<file path="config.mk">
export PLATFORM = sky130hd
export DESIGN_NAME = lru_cache_order_tracker_core
export DESIGN_NICKNAME = d
export VERILOG_FILES = /design/src/hdl/lruco_pkg.sv /design/src/hdl/lruco_ram.sv /design/src/hdl/lru_cache_order_tracker_core.sv
export SDC_FILE = /design/constraint.sdc
export NUM_CORES = 1
export LEC_CHECK = 0
export BUFFER_PORTS_ARGS = -buffer_cell sky130_fd_sc_hd__buf_2
export CAP_MARGIN = 20
export CORE_UTILIZATION = 52
export DETAILED_ROUTE_END_ITERATION = 12
export PLACE_DENSITY_LB_ADDON = 0.1
export SETUP_SLACK_MARGIN = 0.1
export SYNTH_ARGS = -nofsm -noshare
export SYNTH_HDL_FRONTEND = slang
export SYNTH_SLANG_ARGS = --single-unit
</file>
<file path="constraint.sdc">
create_clock -name clock -period 5 [get_ports clock]
set_clock_uncertainty 0.05 [all_clocks]
set_input_delay 1 -clock clock [delete_from_list [all_inputs] [get_ports clock]]
set_output_delay 1 -clock clock [all_outputs]
set_load 0.01 [all_outputs]
</file>
<file path="src/hdl/lruco_pkg.sv">
// lruco_pkg: shared widths, action codes and defaults for the LRU order tracker.
// No dependencies; imported by lruco_ram and lru_cache_order_tracker_core.
`timescale 1ns / 1ps

package lruco_pkg;

   localparam int KEY_W        = 5;
   localparam int ACT_W        = 2;
   localparam int CFG_W        = 5;
   localparam int CAPACITY_DEF = 16;
   localparam int NUM_LETTERS  = 26;
   localparam int SIZE_RESET   = 16;

   typedef logic [KEY_W-1:0] key_type;

   localparam logic [ACT_W-1:0] ACT_ACCESS = 2'd0;
   localparam logic [ACT_W-1:0] ACT_DUMP   = 2'd1;
   localparam logic [ACT_W-1:0] ACT_CLEAR  = 2'd2;

endpackage

</file>
<file path="src/hdl/lruco_ram.sv">
// lruco_ram: one-write, one-read synchronous RAM holding the recency list.
// Read data is registered. Depends on lruco_pkg.
`timescale 1ns / 1ps

module lruco_ram
   import lruco_pkg::*;
#(
   parameter int DEPTH  = CAPACITY_DEF,
   parameter int ADDR_W = (DEPTH > 1) ? $clog2(DEPTH) : 1
) (
   input  logic              clock,
   input  logic              wr_en,
   input  logic [ADDR_W-1:0] wr_addr,
   input  key_type           wr_data,
   input  logic [ADDR_W-1:0] rd_addr,
   output key_type           rd_data_ff
);

   key_type mem [DEPTH];

   always_ff @(posedge clock) begin
      if (wr_en) begin
         mem[wr_addr] <= wr_data;
      end
   end

   always_ff @(posedge clock) begin
      rd_data_ff <= mem[rd_addr];
   end

endmodule

</file>
<file path="src/hdl/lru_cache_order_tracker_core.sv">
// lru_cache_order_tracker_core: LRU-ordered letter cache with access, dump and clear.
// Depends on lruco_pkg and lruco_ram.
`timescale 1ns / 1ps

// One request at a time; busy is high while a request is in progress. The recency
// list sits in a single-port-read RAM, slot 0 least recent. Each cycle moves one
// slot through the RAM read port; an access scans for the key, then closes the gap
// and writes it on top, while a first insert, a clear or an empty dump completes
// without busy going high, and a dump reads the slots out in order. Dump results
// appear one per cycle on rsp_strobe and cannot be held off by the receiver.
// Writing csr_cache_size also empties the cache.

module lru_cache_order_tracker_core
   import lruco_pkg::*;
#(
   parameter int CAPACITY = CAPACITY_DEF
) (
   input  logic             clock,
   input  logic             reset,
   input  logic             start,
   output logic             busy,
   input  logic [ACT_W-1:0] req_action,
   input  logic [KEY_W-1:0] req_key,
   output logic             rsp_strobe,
   output logic [KEY_W-1:0] rsp_entry_key,
   output logic             rsp_empty_res,
   output logic             rsp_last,
   input  logic             csr_wr_en,
   input  logic [CFG_W-1:0] csr_cache_size
);

   localparam int IDX_W = (CAPACITY > 1) ? $clog2(CAPACITY) : 1;
   localparam int CNT_W = $clog2(CAPACITY + 1);

   typedef enum logic [3:0] {
      ST_IDLE  = 4'b0001,
      ST_SCAN  = 4'b0010,
      ST_SHIFT = 4'b0100,
      ST_DUMP  = 4'b1000
   } state_type;

   state_type        state_ff, state_in;
   logic [CNT_W-1:0] held_ff, held_in;
   logic [CFG_W-1:0] size_ff, size_in;
   key_type          key_ff, key_in;
   logic [CNT_W-1:0] ptr_ff, ptr_in;
   logic [CNT_W-1:0] dst_ff, dst_in;
   logic             pend_ff, pend_in;
   logic [CNT_W-1:0] pend_idx_ff, pend_idx_in;
   logic             rsp_strobe_ff, rsp_strobe_in;
   key_type          rsp_key_ff, rsp_key_in;
   logic             rsp_empty_ff, rsp_empty_in;
   logic             rsp_last_ff, rsp_last_in;

   logic             wr_en;
   logic [IDX_W-1:0] wr_addr;
   key_type          wr_data;
   key_type          rd_data;
   logic [CNT_W-1:0] held_last;
   logic [CNT_W-1:0] eff_size;
   logic             issue;

   lruco_ram #(
      .DEPTH  (CAPACITY),
      .ADDR_W (IDX_W)
   ) u_ram (
      .clock      (clock),
      .wr_en      (wr_en),
      .wr_addr    (wr_addr),
      .wr_data    (wr_data),
      .rd_addr    (ptr_ff[IDX_W-1:0]),
      .rd_data_ff (rd_data)
   );

   assign held_last = held_ff - CNT_W'(1);
   assign issue     = (ptr_ff < held_ff);

   // zero acts as one, oversize clamps to the built capacity
   always_comb begin
      if (size_ff == '0) begin
         eff_size = CNT_W'(1);
      end else if (size_ff > CFG_W'(CAPACITY)) begin
         eff_size = CNT_W'(CAPACITY);
      end else begin
         eff_size = CNT_W'(size_ff);
      end
   end

   always_comb begin
      state_in      = state_ff;
      held_in       = held_ff;
      size_in       = size_ff;
      key_in        = key_ff;
      ptr_in        = ptr_ff;
      dst_in        = dst_ff;
      pend_in       = 1'b0;
      pend_idx_in   = pend_idx_ff;
      rsp_strobe_in = 1'b0;
      rsp_key_in    = rsp_key_ff;
      rsp_empty_in  = 1'b0;
      rsp_last_in   = 1'b0;
      wr_en         = 1'b0;
      wr_addr       = '0;
      wr_data       = key_ff;

      case (state_ff)
         ST_IDLE: begin
            if (start) begin
               case (req_action)
                  ACT_ACCESS: begin
                     if (req_key < KEY_W'(NUM_LETTERS)) begin
                        key_in = req_key;
                        if (held_ff == '0) begin
                           wr_en   = 1'b1;
                           wr_addr = '0;
                           wr_data = req_key;
                           held_in = CNT_W'(1);
                        end else begin
                           state_in = ST_SCAN;
                           ptr_in   = '0;
                        end
                     end
                  end
                  ACT_DUMP: begin
                     if (held_ff == '0) begin
                        rsp_strobe_in = 1'b1;
                        rsp_key_in    = '0;
                        rsp_empty_in  = 1'b1;
                        rsp_last_in   = 1'b1;
                     end else begin
                        state_in = ST_DUMP;
                        ptr_in   = '0;
                     end
                  end
                  ACT_CLEAR: begin
                     held_in = '0;
                  end
                  default: begin
                  end
               endcase
            end
            if (csr_wr_en) begin
               size_in = csr_cache_size;
               held_in = '0;
            end
         end

         ST_SCAN: begin
            if (issue) begin
               pend_in     = 1'b1;
               pend_idx_in = ptr_ff;
               ptr_in      = ptr_ff + CNT_W'(1);
            end
            if (pend_ff) begin
               if (rd_data == key_ff) begin
                  // hit: close the gap above the hit slot
                  state_in = ST_SHIFT;
                  pend_in  = 1'b0;
                  dst_in   = pend_idx_ff;
                  ptr_in   = pend_idx_ff + CNT_W'(1);
               end else if (pend_idx_ff == held_last) begin
                  if (held_ff < eff_size) begin
                     wr_en    = 1'b1;
                     wr_addr  = held_ff[IDX_W-1:0];
                     held_in  = held_ff + CNT_W'(1);
                     state_in = ST_IDLE;
                     pend_in  = 1'b0;
                  end else begin
                     // full: evict slot 0
                     state_in = ST_SHIFT;
                     pend_in  = 1'b0;
                     dst_in   = '0;
                     ptr_in   = CNT_W'(1);
                  end
               end
            end
         end

         ST_SHIFT: begin
            if (issue) begin
               pend_in = 1'b1;
               ptr_in  = ptr_ff + CNT_W'(1);
            end
            if (dst_ff == held_last) begin
               wr_en    = 1'b1;
               wr_addr  = dst_ff[IDX_W-1:0];
               state_in = ST_IDLE;
               pend_in  = 1'b0;
            end else if (pend_ff) begin
               wr_en   = 1'b1;
               wr_addr = dst_ff[IDX_W-1:0];
               wr_data = rd_data;
               dst_in  = dst_ff + CNT_W'(1);
            end
         end

         ST_DUMP: begin
            if (issue) begin
               pend_in     = 1'b1;
               pend_idx_in = ptr_ff;
               ptr_in      = ptr_ff + CNT_W'(1);
            end
            if (pend_ff) begin
               rsp_strobe_in = 1'b1;
               rsp_key_in    = rd_data;
               rsp_last_in   = (pend_idx_ff == held_last);
               if (pend_idx_ff == held_last) begin
                  state_in = ST_IDLE;
                  pend_in  = 1'b0;
               end
            end
         end

         default: begin
            state_in = ST_IDLE;
         end
      endcase
   end

   always_ff @(posedge clock) begin
      if (reset) begin
         state_ff      <= ST_IDLE;
         held_ff       <= '0;
         size_ff       <= CFG_W'(SIZE_RESET);
         pend_ff       <= 1'b0;
         rsp_strobe_ff <= 1'b0;
      end else begin
         state_ff      <= state_in;
         held_ff       <= held_in;
         size_ff       <= size_in;
         pend_ff       <= pend_in;
         rsp_strobe_ff <= rsp_strobe_in;
      end
   end

   always_ff @(posedge clock) begin
      key_ff       <= key_in;
      ptr_ff       <= ptr_in;
      dst_ff       <= dst_in;
      pend_idx_ff  <= pend_idx_in;
      rsp_key_ff   <= rsp_key_in;
      rsp_empty_ff <= rsp_empty_in;
      rsp_last_ff  <= rsp_last_in;
   end

   assign busy          = (state_ff != ST_IDLE);
   assign rsp_strobe    = rsp_strobe_ff;
   assign rsp_entry_key = rsp_key_ff;
   assign rsp_empty_res = rsp_empty_ff;
   assign rsp_last      = rsp_last_ff;

endmodule
</file>
Yosys cells after proc, flatten, opt, wreduce, memory -nomap -nowiden --
Memory sizes are Yosys's and may differ from the RTL's. A register that Yosys moved wholly into a read port is not among the register bits. Cells that the tools add are included.
Storage, ports and cells: memories kept 1, register bits after elaboration 43, bits in writable memories 80, input bits 16
Operators by class: multiplexer cells 86, add/subtract/negate cells 5, order comparisons 4, reduce and logical (&&, ||, !) cells 17, equality and inequality tests 32
Memory list:
- u_ram.mem | words 16, bits a word 5, rd ports 1, clocked after memory_dff 1, write ports 1, line lruco_ram.sv:19 | key_type mem [DEPTH];
Operator list (number):
- two-way mux 5 bit | 34
- two-way mux 4 bit | 16
- case mux 5 bit (2 select lines) | 6
- inequality test 2 bit, second input constant | 11
- two-way mux 1 bit | 21
- adder 5 x 1 -> 5 bit, second input constant | 4
- inequality test 3 bit, second input constant | 6
- case mux 4 bit (2 select lines) | 2
- case mux 4 bit (4 select lines) | 1
- == test 5 bit | 3
- case mux 5 bit (3 select lines) | 1
- zero test 5 bit | 2
- < comparator 5 bit | 2
- AND reduction 10 bit | 1
- AND reduction 9 bit | 1
- inequality test 4 bit, second input constant | 2
- AND reduction 4 bit | 2
- case mux 1 bit (3 select lines) | 2
- AND reduction 6 bit | 1
- nonzero test 2 bit | 3
- > comparator 5 bit, second input constant | 1
- < comparator 5 bit, second input constant | 1
- AND reduction 5 bit | 1
- subtractor 5 x 1 -> 5 bit, second input constant | 1
- other kinds (16) | 19

Longest topological paths before layout --
Gate-level depths: netlist (run 1).
depth after elaboration 11, depth in mapped cells 11, gate-level depth less buffers 10

Hierarchy --
From an unflattened synthesis (run 1), not the netlist that was laid out.
Unflattened totals: cell total of the unflattened synthesis 442, area, all modules 6082.1 µm²
By module, submodules not included:
- lruco_ram | area an instance 3213.1 µm², times used 1, sequential area each 2502.4 µm², cells an instance 155
- lru_cache_order_tracker_core | area an instance 2869.0 µm², times used 1, sequential area each 1111.1 µm², cells an instance 287

Least setup slack after synthesis (run 1) --
No wires, ideal clock.
kind input port to flip-flop, start point input req_key[1], end point memory u_ram.mem[0][0] (netlist bit), enable pin, buffers on the path 1, slack 1.923 ns, data arrival time 2.687 ns, required time 4.610 ns, stages on the path 8, cells stage by stage o211ai_1 -> nand2_1 -> nor3_1 -> and2_1 -> clkbuf_1 -> nor3_1 -> or2_1 -> nor2_1
On the way: cells in the longest elaborated chain, start to end 7
RTL lines:
- from (decl) | line lru_cache_order_tracker_core.sv:23 | input logic [KEY_W-1:0] req_key,
- < comparator 5 bit | line lru_cache_order_tracker_core.sv:111 | if (req_key < KEY_W'(NUM_LETTERS)) begin
- two-way mux 1 bit | line lru_cache_order_tracker_core.sv:111
- two-way mux 1 bit | line lru_cache_order_tracker_core.sv:109 | case (req_action)
- two-way mux 1 bit | line lru_cache_order_tracker_core.sv:108 | if (start) begin
- case mux 1 bit (3 select lines) | line lru_cache_order_tracker_core.sv:106 | case (state_ff)
- two-way mux 1 bit | line lruco_ram.sv:22 | if (wr_en) begin
- two-way mux 1 bit (not written as such) | line lruco_ram.sv:23 | mem[wr_addr] <= wr_data;
- to (decl) | line lruco_ram.sv:19
Every way passes these cells.

Worst setup path after layout (run 1) --
start point register held_ff[0], end point memory u_ram.mem[2][4] (netlist bit), enable pin
On the way: cells in the longest elaborated chain, start to end 8
RTL lines:
- from (decl) | line lru_cache_order_tracker_core.sv:43 | logic [CNT_W-1:0] held_ff, held_in;
- from (signal assigned) | line lru_cache_order_tracker_core.sv:229 | held_ff <= held_in;
- subtractor 5 x 1 -> 5 bit, or another cell as far along | line lru_cache_order_tracker_core.sv:75 | assign held_last = held_ff - CNT_W'(1);
- == test 5 bit, or another cell as far along | line lru_cache_order_tracker_core.sv:161 | end else if (pend_idx_ff == held_last) begin
- two-way mux 1 bit (on tied branches) | line lru_cache_order_tracker_core.sv:161, lru_cache_order_tracker_core.sv:111
- two-way mux 1 bit (on tied branches) | line lru_cache_order_tracker_core.sv:155, lru_cache_order_tracker_core.sv:109
- two-way mux 1 bit (on tied branches) | line lru_cache_order_tracker_core.sv:154, lru_cache_order_tracker_core.sv:108
- case mux 1 bit (3 select lines) | line lru_cache_order_tracker_core.sv:106
- two-way mux 1 bit | line lruco_ram.sv:22
- two-way mux 1 bit (not written as such) | line lruco_ram.sv:23
Parallel ways exist; a longest one is shown, timed or not.

==> summary.md, run 1 <==
| Metric | Value |
|---|---|
| Status | `finished, violations left` |
| Failing checks | `DRC` |
| Final worst slack | `1322 ps` |
| Design Power | `2752 uW` |
| Comb pwr share | `11.6%` |
| Row count | `39` |
| Max Fclk | `271.9 MHz` |
| Area of the mapped netlist | `0.006235 mm2` |
| Power Internal | `2044 uW` |
| CP Data Arrival Time | `3700 ps` |
| Final nets | `557` |
| Clock slew at reported path FFs | `60 ps` |
| Total CTS buffers | `17` |
| Family with the most delay on the worst path | `simple AND/OR/NAND/NOR gates` |
| Most common cell after layout, fill and taps aside | `edfxtp_1` |
| Minimum clock period | `3678 ps` |
| Total Wirelength | `13980 um` |
| Clock buffer depth | `2` |
| Io pins | `25` |
| # Post-CTS Setup Buffers | `0` |
| Crit share post-route | `73.56%` |
| Post-synth cell types | `68` |
| H-tree depth | `4` |
| Dominant synthesized flop cell | `edfxtp_1` |
| Hold buffer count at cts | `0` |
| Grt ovf | `0` |
| Ant diodes | `0` |
| Number of port buffers | `24` |
| Buf/Inv on CP | `1` |
| Die area | `0.01243 mm2` |
| Kind of critical path | `reg2reg` |
| Total number of vias | `4147` |
| Async SR Flop Fraction | `0%` |
| Psw | `707.2 uW` |
| Post-Syn Instances | `511` |
| Clock share of power | `43.0%` |
| CTS tree | `done` |
| Setup_tns | `0 ps` |
| # DRC | `4` |
| Clock Latency Late Sink | `420 ps` |
| Worst path cell trace | `inv_1 -> ha_1 -> xor3_1 -> nor3_1 -> nand3_1 -> a21oi_2 -> and3b_1 -> o211ai_1 -> nor2_1` |
| 1st-iter DRT viols | `429` |
| GRT Total Usage | `24.65%` |
| Wire per inst | `20.50 um` |
| CP max FO | `13` |
| First-pass GRT wire length | `22470 um` |
| P_leak | `0.002533 uW` |
| Req. time, crit path | `5020 ps` |
| Fin. Hold Viols | `0` |
| Clk sinks | `128` |
| Placement Setup Slack | `1132 ps` |
| Worst Setup End Kind | `register` |
| Starting density of the core | `53.91%` |
| Mapped Nets | `541` |
| RSZ-0062 raised after global routing | `false` |
| Share of layout cells above drive strength 1 | `15.58%` |
| TritonRoute pass-1 iters | `9` |
| Area growth from synthesis to final layout | `12.16%` |
| Crit start category | `register` |
| GP Congestion | `0.9578` |
| Worst-margin pin slew | `904.0 ps` |
| Max Transition Viols Final | `0` |
| Hold Crit Class | `reg2reg` |
| Peak supply drop | `0.2665 mV` |
| Max_slew headroom | `39.73%` |
| Vias per inst | `6.081` |
| Core Box Area | `0.01156 mm2` |
| Root buffer cell | `clkbuf_16` |
| Antenna-violating nets left | `0` |
| HPWL Detailed | `9734 um` |
| Post-synthesis sequential area ratio | `57.96%` |
| Initial antenna violation count | `0` |
| Switching share of power | `25.70%` |
| Synth Warn # | `0` |
| Cell Pwr Density | `393.5 mW/mm2` |
| Vias in the first global route | `4057` |
| Max incr delay on CP | `610 ps` |
| Largest net degree at the start of global routing | `36` |
| CTS resizes | `0` |
| Register bit count reported by yosys | `128` |
| Commonest cells after routing, fill and taps aside | `105 x edfxtp_1, 50 x nand2_1, 33 x nor2_1` |
| Sequential share of power | `45.4%` |
| Mean Syn Cell Area | `12.20 um2` |
| Max-Cap Viols | `0` |
| Die height | `111.5 um` |
| Post-synth EDFFs | `105` |
| Die width | `111.5 um` |
| CP max-delay cell | `dfxtp_1` |
| Final setup vio count | `0` |
==> tightest hold or removal path: cells and delay by family, from the launching register on <==
family          cells  cell delay, ps
compound gates      1              50
simple gates        1              60
flops               1             310
==> stage by stage <==
stage          cells  area (um2)  util [%]  hold slack [ps]
2_1_floorplan    511        6235         -            386.6
3_3_place_gp     651        6425     55.56            408.0
3_5_place_dp     651        6425     55.56            409.2
4_1_cts          682        6993     60.47            425.7
5_1_grt          682        6993     60.47            454.9
6_report         682        6993     60.47            422.1
==> state kept, by name, indices dropped and copies added, names as in the netlist <==
register          flops
rsp_strobe            1
pend_idx_ff           5
rsp_empty_res         1
u_ram.mem            80
dst_ff                5
rsp_entry_key         5
size_ff               5
held_ff               5
rsp_last              1
key_ff                5
pend_ff               1
u_ram.rd_data_ff      5
state_ff              4
ptr_ff                5
==> power by group through the flow <==
| stage | clock (uW) | combinational [uW] | sequential, uW |
|---|---|---|---|
| 2_1_floorplan | 0 | 249 | 1240 |
| 3_3_place_gp | 0 | 307 | 1270 |
| 3_5_place_dp | 0 | 314 | 1270 |
| 4_1_cts | 1200 | 315 | 1250 |
| 5_1_grt | 1250 | 350 | 1260 |
| 6_report | 1180 | 318 | 1250 |
==> kinds of logic (layout without fill, tap and decap cells) <==
kind of cell             after synthesis  after routing  share of synthesized area [%]
AND/OR/NAND/NOR                      165            165                          13.59
flip-flops                           128            128                          57.96
AO/OA/AOI/OAI                         98             98                          10.58
buffers and inverters                 45             73                          3.110
multiplexers                          32             32                          7.204
XOR/XNOR                              29             29                          4.756
adder cells (fa/ha/maj)               14             14                          2.810
==> final cells by class <==
cell class,instances,area [um2]
clock inverter,14,142.6
inverter,15,56.30
fill,934,4572
sequential,128,3613
tap,143,178.9
multi-input combinational,338,2434
clock buffer,17,425.4
timing repair buffer,27,142.6
==> cells in the mapped netlist (10+ instances only) <==
| library cell | instances | area (um2) |
|---|---|---|
| a21oi_1 | 17 | 85.08 |
| a22oi_1 | 11 | 82.58 |
| clkbuf_1 | 15 | 56.30 |
| dfxtp_1 | 23 | 460.4 |
| edfxtp_1 | 105 | 3153 |
| ha_1 | 14 | 175.2 |
| inv_1 | 14 | 52.55 |
| mux2i_1 | 19 | 190.2 |
| mux4_2 | 10 | 225.2 |
| nand2_1 | 50 | 187.7 |
| nand3_1 | 24 | 120.1 |
| nor2_1 | 33 | 123.9 |
| nor3_1 | 11 | 55.05 |
| o21ai_0 | 24 | 120.1 |
| xnor2_1 | 15 | 131.4 |
| xor2_1 | 11 | 96.34 |
==> routing by layer <==
metal / vias to the layer above / wire length [um] / part of all wire (%) / GRT usage (%)
met3: 23 / 924 / 6.6 / 7.295
met1: 2030 / 6777 / 48 / 35.94
li1: 1949 / - / - / -
met5: - / 0 / 0 / 0
met2: 145 / 6063 / 43 / 35.17
met4: 0 / 217 / 1.6 / 8.559
==> final timing paths <==
check	cells after the start	slack (ps)	start	end
setup / recovery	9	1320	held_ff[0]	u_ram.mem[2][4]
hold / removal	2	420	size_ff[0]	size_ff[0]
setup reg to reg	9	1320	held_ff[0]	u_ram.mem[2][4]
hold reg to reg	2	420	size_ff[0]	size_ff[0]
Note: power is estimated with default switching activity, not from simulation.
==> run 2, diff against run 1 <==
==> constraint.sdc (replaced) <==
create_clock -name clock -period 3.1 [get_ports clock]
set_clock_uncertainty 0.05 [all_clocks]
set_input_delay 0.62 -clock clock [delete_from_list [all_inputs] [get_ports clock]]
set_output_delay 0.62 -clock clock [all_outputs]
set_load 0.01 [all_outputs]
==> summary.md, run 2 (synthesis results as in run 1) <==
| Metric | Value |
|---|---|
| Hold-critical path depth | `1` |
| Crit start category | `register` |
| Area growth from synthesis to final layout | `17.06%` |
| Total Wirelength | `14370 um` |
| Setup_tns | `0 ps` |
| Antenna-violating nets left | `0` |
| Crit share post-route | `93.34%` |
| 1st-iter DRT viols | `523` |
| CP Data Arrival Time | `2930 ps` |
| Vias per inst | `6.052` |
| TritonRoute pass-1 iters | `11` |
| Fin. Hold Viols | `0` |
| Total CTS buffers | `17` |
| Reg2reg setup slack | `210 ps` |
| Kind of critical path | `reg2reg` |
| Largest register FFs | `80` |
| Largest net degree at the start of global routing | `35` |
| Clock Latency Late Sink | `420 ps` |
| Placement Setup Slack | `130.0 ps` |
| Vias in the first global route | `4250` |
| Total number of vias | `4327` |
| Starting density of the core | `53.91%` |
| CP max FO | `9` |
| Comb pwr share | `13.2%` |
| CTS tree | `done` |
| HPWL Detailed | `10160 um` |
| Switching share of power | `26.28%` |
| GP Congestion | `0.9678` |
| First-pass GRT wire length | `23250 um` |
| GRT Total Usage | `25.23%` |
| Critical R2R Capture | `u_ram.mem[11][2]` |
| Max Transition Viols Final | `0` |
| Clock buffer depth | `2` |
| Clock share of power | `41.6%` |
| Worst Min Path Start | `req_key[0]` |
| Clk sinks | `128` |
| Die width | `111.5 um` |
| Req. time, crit path | `3140 ps` |
| Final worst slack | `206.3 ps` |
| Peak supply drop | `0.4516 mV` |
| Max_slew headroom | `52.83%` |
| Ant diodes | `0` |
| Most common cell after layout, fill and taps aside | `edfxtp_1` |
| RSZ-0062 raised after global routing | `true` |
| Register name with the most flops | `u_ram.mem` |
| Grt ovf | `0` |
| Wire per inst | `20.10 um` |
| Minimum clock period | `2894 ps` |
| # DRC | `2` |
| H-tree depth | `4` |
| R2R Path Start | `held_ff[0]` |
| Utilization after layout | `63.11%` |
| Power Internal | `3253 uW` |
| Commonest cells after routing, fill and taps aside | `105 x edfxtp_1, 49 x nand2_1, 35 x buf_4` |
| Share of layout cells above drive strength 1 | `23.60%` |
| Die height | `111.5 um` |
| Root buffer cell | `clkbuf_16` |
| Core Box Area | `0.01156 mm2` |
| Die area | `0.01243 mm2` |
| Clock slew at reported path FFs | `50 ps` |
| Max Fclk | `345.6 MHz` |
| Psw | `1160 uW` |
| Sequential share of power | `45.1%` |
| Cell Pwr Density | `604.7 mW/mm2` |
| P_leak | `0.002700 uW` |
| Failing checks | `DRC` |
| Hold Path End | `key_ff[0]` |
| Final nets | `589` |
| Hold Crit Class | `in2reg` |
| Initial antenna violation count | `0` |
| Worst Setup End Kind | `register` |
| Row count | `39` |
| Io pins | `25` |
| Max-Cap Viols | `0` |
| Number of port buffers | `24` |
| Hold WS | `356.7 ps` |
| Status | `finished, violations left` |
| Final setup vio count | `0` |
| Worst-margin pin slew | `706.1 ps` |
| Reg2Reg Depth | `10` |
[run 2: layer usage]
layer | vias up | track usage [%] | share of wire [%]
li1 | 2011 | - | -
met2 | 175 | 35.46 | 44
met1 | 2124 | 37.50 | 48
met5 | - | 0 | 0
met4 | 0 | 8.378 | 0.87
met3 | 17 | 7.349 | 7.7
[run 2: critical path, cell delays in order, from the launching register on]
cell and delay, ps:
dfxtp_1 330, inv_1 60, ha_1 250, xor3_1 370
nor3_1 260, nand3_1 160, a21oi_2 260, buf_4 200
nand2_1 60, a22o_1 280, nor2_2 300
[run 2: area by class of cell]
cell class,instances,area (um2)
flip-flops and latches,128,3615
multi-input cells,338,2517
well taps,143,178.9
repair buffers,59,382.9
inverters,15,56.30
clock buffers,18,429.2
fillers,883,4267
clock inverters,14,118.9
[run 2: worst max path at each step]
stage                     cells past startpoint               end  startpoint
after floorplan                              10  u_ram.mem[13][0]  held_ff[0]
after global placement                        8   u_ram.mem[0][1]  req_key[1]
after detailed placement                      9  u_ram.mem[11][0]  held_ff[0]
after CTS                                     9  u_ram.mem[10][2]  held_ff[0]
after global routing                         10  u_ram.mem[11][2]  held_ff[0]
final                                        10  u_ram.mem[11][2]  held_ff[0]
[run 2: what timing repair did]
| item | in CTS | in global routing |
|---|---|---|
| hold buffers | 0 | 0 |
| pin swaps | 0 | 5 |
| buffers inserted | 0 | 0 |
| resized for setup | 4 | 19 |
| endpoints found under the setup margin | 16 | 148 |
[run 2: power groups by stage]
stage / Sequential, uW / Clock [uW] / Combinational, uW
after CTS: 1990 / 1870 / 557
after detailed placement: 2020 / 0 / 556
after floorplan: 2000 / 0 / 402
after global routing: 2000 / 1940 / 646
after global placement: 2020 / 0 / 547
final: 1990 / 1840 / 584
[run 2: stage by stage]
stage	area (um2)	std cells	power [uW]
after detailed placement	6665	683	2581
after global routing	7298	715	4583
after CTS	7223	715	4415
after global placement	6665	683	2572
final	7298	715	4413
after floorplan	6235	511	2401
==> run 3, diff against run 2 <==
--- a/config.mk
+++ b/config.mk
@@ -7,10 +7,12 @@
 export LEC_CHECK = 0
 export BUFFER_PORTS_ARGS = -buffer_cell sky130_fd_sc_hd__buf_2
 export CAP_MARGIN = 20
+export CORE_ASPECT_RATIO = 1.75
 export CORE_UTILIZATION = 52
 export DETAILED_ROUTE_END_ITERATION = 12
 export PLACE_DENSITY_LB_ADDON = 0.1
 export SETUP_SLACK_MARGIN = 0.1
 export SYNTH_ARGS = -nofsm -noshare
 export SYNTH_HDL_FRONTEND = slang
+export SYNTH_HIERARCHICAL = 1
 export SYNTH_SLANG_ARGS = --single-unit
==> summary.md, run 3 <==
| Metric | Value |
|---|---|
| H-tree depth | `4` |
| Hold Crit Class | `in2reg` |
| Die height | `145.1 um` |
| Clk sinks | `128` |
| RSZ-0062 raised after global routing | `false` |
| CP Data Arrival Time | `2990 ps` |
| M2 GR Usage | `44.84%` |
| Status | `finished clean` |
| Clock Latency Late Sink | `410 ps` |
| Grt ovf | `0` |
| Final nets | `536` |
| CTS tree | `done` |
| Max_slew headroom | `40.73%` |
| Register name with the most flops | `u_ram/mem` |
| Register bit count reported by yosys | `128` |
| Starting density of the core | `54.16%` |
| Largest net degree at the start of global routing | `25` |
| Hold-critical path depth | `1` |
| Worst-margin pin slew | `886.7 ps` |
| Max Fclk | `340.7 MHz` |
| Ant diodes | `0` |
| Worst path cell trace | `inv_4 -> nand2_2 -> ha_4 -> inv_1 -> o311ai_4 -> a221oi_4 -> nand2_2 -> nor3_4 -> buf_6 -> a22o_4 -> or3b_4 -> buf_4 -> nor2_4` |
| Share of layout cells above drive strength 1 | `32.82%` |
| Vias in the first global route | `4123` |
| HPWL Detailed | `10090 um` |
| Synth Warn # | `6` |
| Critical R2R Capture | `u_ram/mem[3][3]` |
| Mean Syn Cell Area | `13.76 um2` |
| GP Congestion | `0.8520` |
| Setup_tns | `0 ps` |
| Hold buffer count at cts | `0` |
| Initial antenna violation count | `0` |
| Row count | `51` |
| Final cell count without fillers | `650` |
| Post-synth EDFFs | `105` |
| Worst Setup End Kind | `register` |
| Crit share post-route | `94.67%` |
| Cell Pwr Density | `535.5 mW/mm2` |
| Hold Path End | `key_ff[0]` |
| Root buffer cell | `clkbuf_16` |
| Kind of critical path | `reg2reg` |
| Synth top cells by count | `105 x edfxtp_1, 34 x nor2_1, 30 x nand3_1, 25 x nand2_1, 23 x dfxtp_1` |
| Max-Cap Viols | `0` |
| Max incr delay on CP | `440 ps` |
| Worst Min Path Start | `req_key[0]` |
| Req. time, crit path | `3150 ps` |
| Area growth from synthesis to final layout | `20.45%` |
| Design Power | `3923 uW` |
| Largest register FFs | `80` |
| Minimum clock period | `2935 ps` |
| Met1 Use GR | `23.91%` |
| Area of the mapped netlist | `0.006082 mm2` |
| Largest cells by area after synthesis | `edfxtp_1 52%, dfxtp_1 7.6%, mux4_2 7.4%` |
| 1st-iter DRT viols | `242` |
| Met3 GRT Util | `4.039%` |
| Largest area contributor in the netlist | `edfxtp_1` |
| Antenna-violating nets left | `0` |
| Reg2reg setup slack | `170 ps` |
| Final setup vio count | `0` |
| CP max-delay cell | `or3b_4` |
| R2R Path Start | `size_ff[4]` |
| Die width | `83.76 um` |
| DP Area | `0.006548 mm2` |
| Total Wirelength | `13890 um` |
| Die area | `0.01215 mm2` |
| Async SR Flop Fraction | `0%` |
| Max Transition Viols Final | `0` |
| Crit start category | `register` |
| Total number of vias | `3901` |
| Top-area cell type share of the netlist area | `51.84%` |
| Hold WS | `348.0 ps` |
| Post-synth cell types | `64` |
| Mapped Nets | `472` |
| # DRC | `0` |
| Clock slew at reported path FFs | `60 ps` |
| Clock buffer depth | `2` |
| Dominant synthesized flop cell | `edfxtp_1` |
| CP max FO | `5` |
| Fin. Hold Viols | `0` |
| Cell area after layout | `0.007326 mm2` |
| Post-synthesis sequential area ratio | `59.41%` |
| Placed cell count | `612` |
| Post-Syn Instances | `442` |
| Peak supply drop | `0.4497 mV` |
| Most common cell in the netlist | `edfxtp_1` |
| Most common cell after layout, fill and taps aside | `edfxtp_1` |
| Total CTS buffers | `17` |
| CP dominant cell by count | `nand2_2` |
| Vias per inst | `6.002` |
| P_leak | `0.002606 uW` |
| Reg2Reg Depth | `13` |
| Core Box Area | `0.01123 mm2` |
| Commonest cells after routing, fill and taps aside | `105 x edfxtp_1, 37 x buf_4, 31 x nor2_1` |
| Busiest grt layer | `met2` |
| First-pass GRT wire length | `21760 um` |
| Wire per inst | `21.38 um` |
| Number of port buffers | `24` |
| TritonRoute pass-1 iters | `4` |
| GRT Total Usage | `24.12%` |
| Io pins | `25` |
## run 3: logic make-up after synthesis
kind of cell	synth area share, %
compound gates	7.118
xor+xnor	4.978
fa+ha+maj	2.880
buf+inv	2.654
flops	59.41
mux	10.04
simple gates	12.92
## run 3: worst max path at each step
stage,end,slack (ps),start,cells past startpoint
3_5_place_dp,u_ram/mem[0][2],-1,size_ff[4],12
5_1_grt,u_ram/mem[0][1],50,size_ff[4],11
6_report,u_ram/mem[3][3],170,size_ff[4],13
4_1_cts,u_ram/mem[3][3],100,size_ff[4],12
2_1_floorplan,u_ram/mem[0][0],120,held_ff[0],11
3_3_place_gp,u_ram/mem[0][1],140,size_ff[4],12
## run 3: metrics by stage
step	utilization, %	setup slack [ps]
2_1_floorplan	-	120.6
3_3_place_gp	58.30	141.5
3_5_place_dp	58.30	-1.203
4_1_cts	63.27	103.0
5_1_grt	65.23	46.59
6_report	65.23	165.2
## run 3: what timing repair did
| item | in CTS | in global routing |
|---|---|---|
| setup buffers | 0 | 7 |
| endpoints found under the hold margin | 0 | 0 |
| pin swaps | 5 | 10 |
| resized for setup | 3 | 33 |
| endpoints found under the setup margin | 20 | 80 |
## run 3: worst max-delay path, delay by kind of cell, from the launching register on
| kind | cells | cell delay, ps |
|---|---|---|
| AO/OA/AOI/OAI | 3 | 660 |
| adder cells (fa/ha/maj) | 1 | 270 |
| buffers and inverters | 4 | 430 |
| flip-flops | 1 | 350 |
| AND/OR/NAND/NOR | 5 | 860 |
## run 3: layout make-up
type	count	area, um2
multi-input cells	282	2510
well taps	132	165.2
fillers	828	3905
inverters	14	57.56
clock buffers	17	425.4
clock inverters	14	125.1
repair buffers	63	420.4
flip-flops and latches	128	3622
## run 3: routing by layer
metal  up-vias  share of wire [%]  routed length (um)
met3        46                2.4                 331
met2        96                 57                7959
met4         0                5.3                 739
met5         -                  0                   0
met1      1944                 35                4863
li1       1815                  -                   -
## run 3: where the power goes
group,switching (uW),total [uW],internal (uW)
clock network,801,1850,1050
registers,12.2,1880,1870
logic,111,196,84.9
total,924,3920,3000
